### config.mk
export PLATFORM = sky130hd
export DESIGN_NAME = tce_ctrl
export DESIGN_NICKNAME = d
export VERILOG_FILES = /design/src/design/tce_pkg.sv /design/src/design/tce_ctrl.sv
export SDC_FILE = /design/constraint.sdc
export NUM_CORES = 1
export LEC_CHECK = 0
export CORE_AREA = 2 2 39 41
export CTS_BUF_LIST = sky130_fd_sc_hd__clkbuf_8
export CTS_CLUSTER_SIZE = 25
export DETAILED_ROUTE_END_ITERATION = 16
export DIE_AREA = 0 0 41 43
export DONT_BUFFER_PORTS = 1
export PLACE_DENSITY = 0.32
export SLEW_MARGIN = 20
export SYNTH_ARGS = -nofsm -noshare
export SYNTH_HDL_FRONTEND = slang
export SYNTH_SLANG_ARGS = --single-unit
### constraint.sdc
create_clock -name clk -period 1.4 [get_ports clk]
set_clock_uncertainty 0.15 [all_clocks]
set_input_delay 0.07 -clock clk [delete_from_list [all_inputs] [get_ports clk]]
set_output_delay 0.07 -clock clk [all_outputs]
set_load 0.02 [all_outputs]
### src/design/tce_pkg.sv
// ----------------------------------------------------------------------------
// tce_pkg: shared types and constants of the text console engine
// Holds the command item and result layouts, the operation codes, the
// character and scancode constants, and the controller/datapath link.
// ----------------------------------------------------------------------------
`default_nettype none

package tce_pkg;

  // Operation codes of the command item.
  localparam logic [2:0] OP_PRINT     = 3'd0;
  localparam logic [2:0] OP_BACKSPACE = 3'd1;
  localparam logic [2:0] OP_ARROW     = 3'd2;
  localparam logic [2:0] OP_SET       = 3'd3;
  localparam logic [2:0] OP_CLEAR     = 3'd4;
  localparam logic [2:0] OP_WRITE     = 3'd5;
  localparam logic [2:0] OP_READ      = 3'd6;

  // Arrow-key scancodes.
  localparam logic [7:0] KEY_UP    = 8'h48;
  localparam logic [7:0] KEY_DOWN  = 8'h50;
  localparam logic [7:0] KEY_LEFT  = 8'h4B;
  localparam logic [7:0] KEY_RIGHT = 8'h4D;

  localparam logic [7:0] NEWLINE_CODE = 8'h0A;
  localparam logic [7:0] BLANK_CODE   = 8'h20;
  localparam logic [7:0] RESET_ATTR   = 8'h07;

  typedef struct packed {
    logic [2:0] operation;
    logic [7:0] character;
    logic [7:0] column;
    logic [7:0] row;
    logic [7:0] attribute;
  } item_t;

  typedef struct packed {
    logic [6:0]  cursor_column;
    logic [4:0]  cursor_row;
    logic [10:0] cursor_offset;
    logic [7:0]  read_char;
    logic [7:0]  read_attr;
    logic        scrolled;
  } result_t;

  // Commands from the controller to the datapath.
  typedef struct packed {
    logic capture;
    logic calc;
    logic exec;
    logic fill_step;
    logic copy_step;
    logic blank_start;
    logic finish;
  } cmd_t;

  // Status from the datapath to the controller.
  typedef struct packed {
    logic [2:0] op;
    logic       scroll;
    logic       ptr_last;
  } stat_t;

endpackage

`default_nettype wire

### src/design/tce_ctrl.sv
// ----------------------------------------------------------------------------
// tce_ctrl: command sequencer of the text console engine
// Steps each item through address calculation, execution, the optional
// scroll or clear sweep, and the result cycle.
// ----------------------------------------------------------------------------
`default_nettype none

module tce_ctrl (
  input  wire logic           clk,
  input  wire logic           rst,
  input  wire logic           start,
  output logic                busy,
  input  wire tce_pkg::stat_t stat,
  output tce_pkg::cmd_t       cmd
);

  typedef enum logic [2:0] {
    S_INIT,
    S_IDLE,
    S_CALC,
    S_EXEC,
    S_COPY,
    S_DRAIN,
    S_FILL,
    S_FINISH
  } state_t;

  state_t state, state_next;

  always_comb begin
    state_next = state;
    case (state)
      S_INIT:   if (stat.ptr_last) state_next = S_IDLE;
      S_IDLE:   if (start) state_next = S_CALC;
      S_CALC:   state_next = S_EXEC;
      S_EXEC: begin
        if (stat.op == tce_pkg::OP_CLEAR) begin
          state_next = S_FILL;
        end else if (stat.scroll) begin
          state_next = S_COPY;
        end else begin
          state_next = S_FINISH;
        end
      end
      S_COPY:   if (stat.ptr_last) state_next = S_DRAIN;
      S_DRAIN:  state_next = S_FILL;
      S_FILL:   if (stat.ptr_last) state_next = S_FINISH;
      S_FINISH: state_next = S_IDLE;
      default:  state_next = S_IDLE;
    endcase
  end

  always_comb begin
    cmd             = '0;
    cmd.capture     = (state == S_IDLE) && start;
    cmd.calc        = (state == S_CALC);
    cmd.exec        = (state == S_EXEC);
    cmd.fill_step   = (state == S_INIT) || (state == S_FILL);
    cmd.copy_step   = (state == S_COPY);
    cmd.blank_start = (state == S_DRAIN);
    cmd.finish      = (state == S_FINISH);
  end

  always_ff @(posedge clk) begin
    if (rst) begin
      state <= S_INIT;
      busy  <= 1'b1;
    end else begin
      state <= state_next;
      busy  <= (state_next != S_IDLE);
    end
  end

endmodule

`default_nettype wire

* Yosys cells after proc, flatten, opt, wreduce, memory -nomap -nowiden
Cells that the tools add are included.
Storage, ports and cells: output and inout port bits 8, register bits 4, input port bits 8, word-level logic and storage cells 21
Cells by class: muxes and demuxes 7, reduce and logical (&&, ||, !) cells 3, eq/ne operators 9
Operators with widths (count):
- $pmux 3 s8 | 1
- $eq 3x3->1 const B | 5
- $mux 3 | 4
- $eq 3x2->1 const B | 2
- $mux 2 | 2
- $eq 3x1->1 const B | 1
- $logic_not 3->1 | 1
- $ne 3x1->1 const B | 1
- $logic_and 1x1->1 | 1
- $logic_or 1x1->1 | 1

* Longest topological paths before layout
word-level depth 4, gate-level depth with buffers 4, mapped depth without buffers 3

* Worst setup path before layout
No wires, ideal clock.
kind reg2out, start point register state[0], end point output port cmd[6] in the netlist's numbering, cell stages (with the launch flop) 3, buffers on the path 1, data arrival time 1.219 ns, slack -0.039 ns, cell sequence dfxtp_1 buf_6 nor4bb_1
RTL lines:
- start: declaration | line tce_ctrl.sv:28 | state_t state, state_next;
- start signal: assignment | line tce_ctrl.sv:69 | state <= state_next;
- end: declaration | line tce_ctrl.sv:14 | output tce_pkg::cmd_t cmd

* Worst setup path after layout
start point register state[0], end point register busy
On the way: cells in the longest elaborated chain, start to end 3, elaborated cells between the ends (all ways) 14
Ends and longest elaborated chain:
- $eq 3x3->1, or another cell as far along | line tce_ctrl.sv:32 | case (state)
- $pmux 3 s8 (*) | line tce_ctrl.sv:32
- $ne 3x1->1 (*) | line tce_ctrl.sv:70 | busy <= (state_next != S_IDLE);
- end signal: assignment | line tce_ctrl.sv:70
- end: declaration | line tce_ctrl.sv:12 | output logic busy,
Mark *: on every way between the ends. The rest lies on a longest branch, timed or not. A chain may end at the register's enable or synchronous reset.

==> run metrics <==
Setup TNS 0 ns; largest family of logic cells by synthesized area simple AND/OR/NAND/NOR gates; Leak 0.211 nW; Compound-Gate Fraction of Synth Area a little over a fifth; clk_lat worst skew 0.22 ns; RSZ-0062 raised after global routing yes; vias in the first global route 303; Final Slew Violations 0; RR Endpoint busy; setup violators final 0; Hold/Removal Path Class input pin to flip-flop; Synth Area in XOR/XNOR 6.25%; Power Total 501 uW; setup slack, reg-to-reg 0.03 ns; final hold violations 1; post-place setup slack -0.00449 ns; yosys warns 0; antenna cells 0; worst hold slack -0.00107 ns; initial core utilization 20.3%; CP Cell Sequence buf_4, and2b_1, o21bai_1, a221o_1; vias 305; IO buf count 0; Worst-path clk slew 0.03 ns; vias per cell between 4 and 5; fmax 732 MHz; initial antenna violation count 0; Worst Path Required between 1 and 1.5 ns; Max Cap Viol 0; Max clock buf depth 2; HPWL Detailed between 600 and 700 um; clock root cell clkbuf_8; post-route setup slack 0.0345 ns; final core occ 34.3%; Starting DRT DRC Count 5; critical hold path startpoint stat[1]; clock period minus worst slack 1.37 ns; CTS H-tree depth 1; TritonCTS clock tree done; worst rel slew slack between 80% and 90%; clk sinks 4; post-synthesis adder-cell area fraction 0%; pin count of the biggest net entering global routing 8; Worst Path Arrival 1.31 ns; Synth Net Count 42; Largest stage delay, worst path approximately 0.35 ns; cell row count 14; status finished, violations left; register bit total from synthesis 4; WHS Path Cells 3; DRT Wirelength 878 um; Die Height 43 um; peak supply drop between 0.5 and 0.6 mV; Synth cell types 22; Boundary Pins 16; post-CTS setup buffers 0; Pwr per Cell Area 1060 nW/um2; die width 41 um; synth-to-layout area growth 69.2%; drt pass-1 iters 4; Setup crit end kind flip-flop; failing checks hold timing; Hold EP state[1]; Reg2Reg Launch Point state[0]; Nets 57; slowest CP cell dfxtp_4; Finished Cell Area between 400 and 500 um2; GPL Wtd Cong 0.741; Core Box Area 1380 um2; reg2reg path depth 4; synthesized area per cell just over 8 um2; ANT nets after route 0; Setup Crit Path Kind flip-flop to flip-flop; first-pass GRT wire length 1350 um; Synth Area in Simple Gates 35.3%; post-route clock period utilization 97.5%; CTS buffer count 3; die area 1760 um2; CP Max Fanout 5; cell area after synthesis 280 um2; Post-Place Cells 57; sequential area share after synthesis 28.6%; total gr overflow 0; non-filler cells, final 63; per-cell routed wire length between 10 and 15 um; drt drc 0; GR Util All Layers about an eighth; CP startpoint kind flip-flop; Post-Syn Instances 34; mux cell area share after synthesis 0%; dpl cell area 360 um2; Worst-Margin Slew 0.292 ns; share of layout cells above drive strength 1 between 40% and 50%
==> worst max-delay path: cells and delay by family (launching register included) <==
| family | cells | cell delay (ns) |
|---|---|---|
| compound gates | 2 | 0.43 |
| flops | 1 | 0.35 |
| simple gates | 1 | 0.18 |
| buf+inv | 1 | 0.14 |
==> cells by family (layout without fill, tap and decap cells) <==
| family | after synthesis | count (layout) |
|---|---|---|
| AND/OR/NAND/NOR | 16 | 16 |
| AO/OA/AOI/OAI | 8 | 8 |
| XOR/XNOR | 2 | 2 |
| buffers and inverters | 4 | 17 |
| flip-flops | 4 | 4 |
==> worst max path at each step <==
stage          startpoint     end  depth (start not counted)  slack, ns
2_1_floorplan    state[1]    busy                          4       0.05
3_3_place_gp     state[1]    busy                          3       0.03
3_5_place_dp     state[1]    busy                          3     -0.004
4_1_cts          state[0]  cmd[6]                          3      0.003
5_1_grt          state[1]  cmd[6]                          3      -0.02
6_report         state[0]    busy                          4       0.03
==> routing by layer <==
metal | up-vias | global-route usage (%) | routed length, um
met2 | 9 | 16.3 | 445
met3 | 2 | 4.71 | 68
met5 | - | 0 | 0
li1 | 147 | - | -
met4 | 0 | 8.00 | 8
met1 | 147 | 14.4 | 355
==> Yosys cell counts <==
library cell  instances  area share (%)
dfxtp_1               4              29
nor2_1                4             5.4
nor3b_1               3             8.0
a21oi_1               2             3.6
buf_2                 2             3.6
nand2_1               2             2.7
xor2_1                2             6.3
a211o_1               1             3.1
a221o_1               1             3.6
and2b_1               1             2.7
buf_6                 1             4.0
inv_1                 1             1.3
nand2_2               1             2.2
nand2b_1              1             2.2
nand3_1               1             1.8
nor3b_2               1             4.5
nor4bb_1              1             3.6
o211ai_1              1             2.7
o21ai_0               1             1.8
o21bai_1              1             2.7
o311a_1               1             3.6
or2_0                 1             2.2
==> where the power goes <==
part           internal, mW  switching [mW]
clock                 0.183          0.0582
combinational        0.0642          0.0557
sequential            0.125          0.0154
total                 0.372           0.129
==> flip-flops by register name, indices dropped and copies added (netlist names) <==
name,cells
state,3
busy,1
==> cell usage in the layout, fill, tap and decap left out, drive strengths merged, types with 2 or more instances in the layout <==
master / instances
a21oi: 2
buf: 10
clkbuf: 3
nor3b: 4
nor2: 4
xor2: 2
dfxtp: 4
dlygate4sd3: 3
nand2: 3
==> final cells by class <==
| cell class | count | area (um2) |
|---|---|---|
| clock buffer | 3 | 41.3 |
| multi-input combinational | 26 | 208 |
| inverter | 1 | 3.75 |
| timing repair buffer | 13 | 113 |
| sequential | 4 | 88.8 |
| tap | 16 | 20.0 |
| fill | 159 | 910 |
==> repair_timing <==
item	4_1_cts	5_1_grt
resized for setup	4	8
pin swaps	0	2
hold endpoints to repair	4	0
setup endpoints to repair	5	4
hold buffers	3	0
Power figures use the tool's default switching activity.
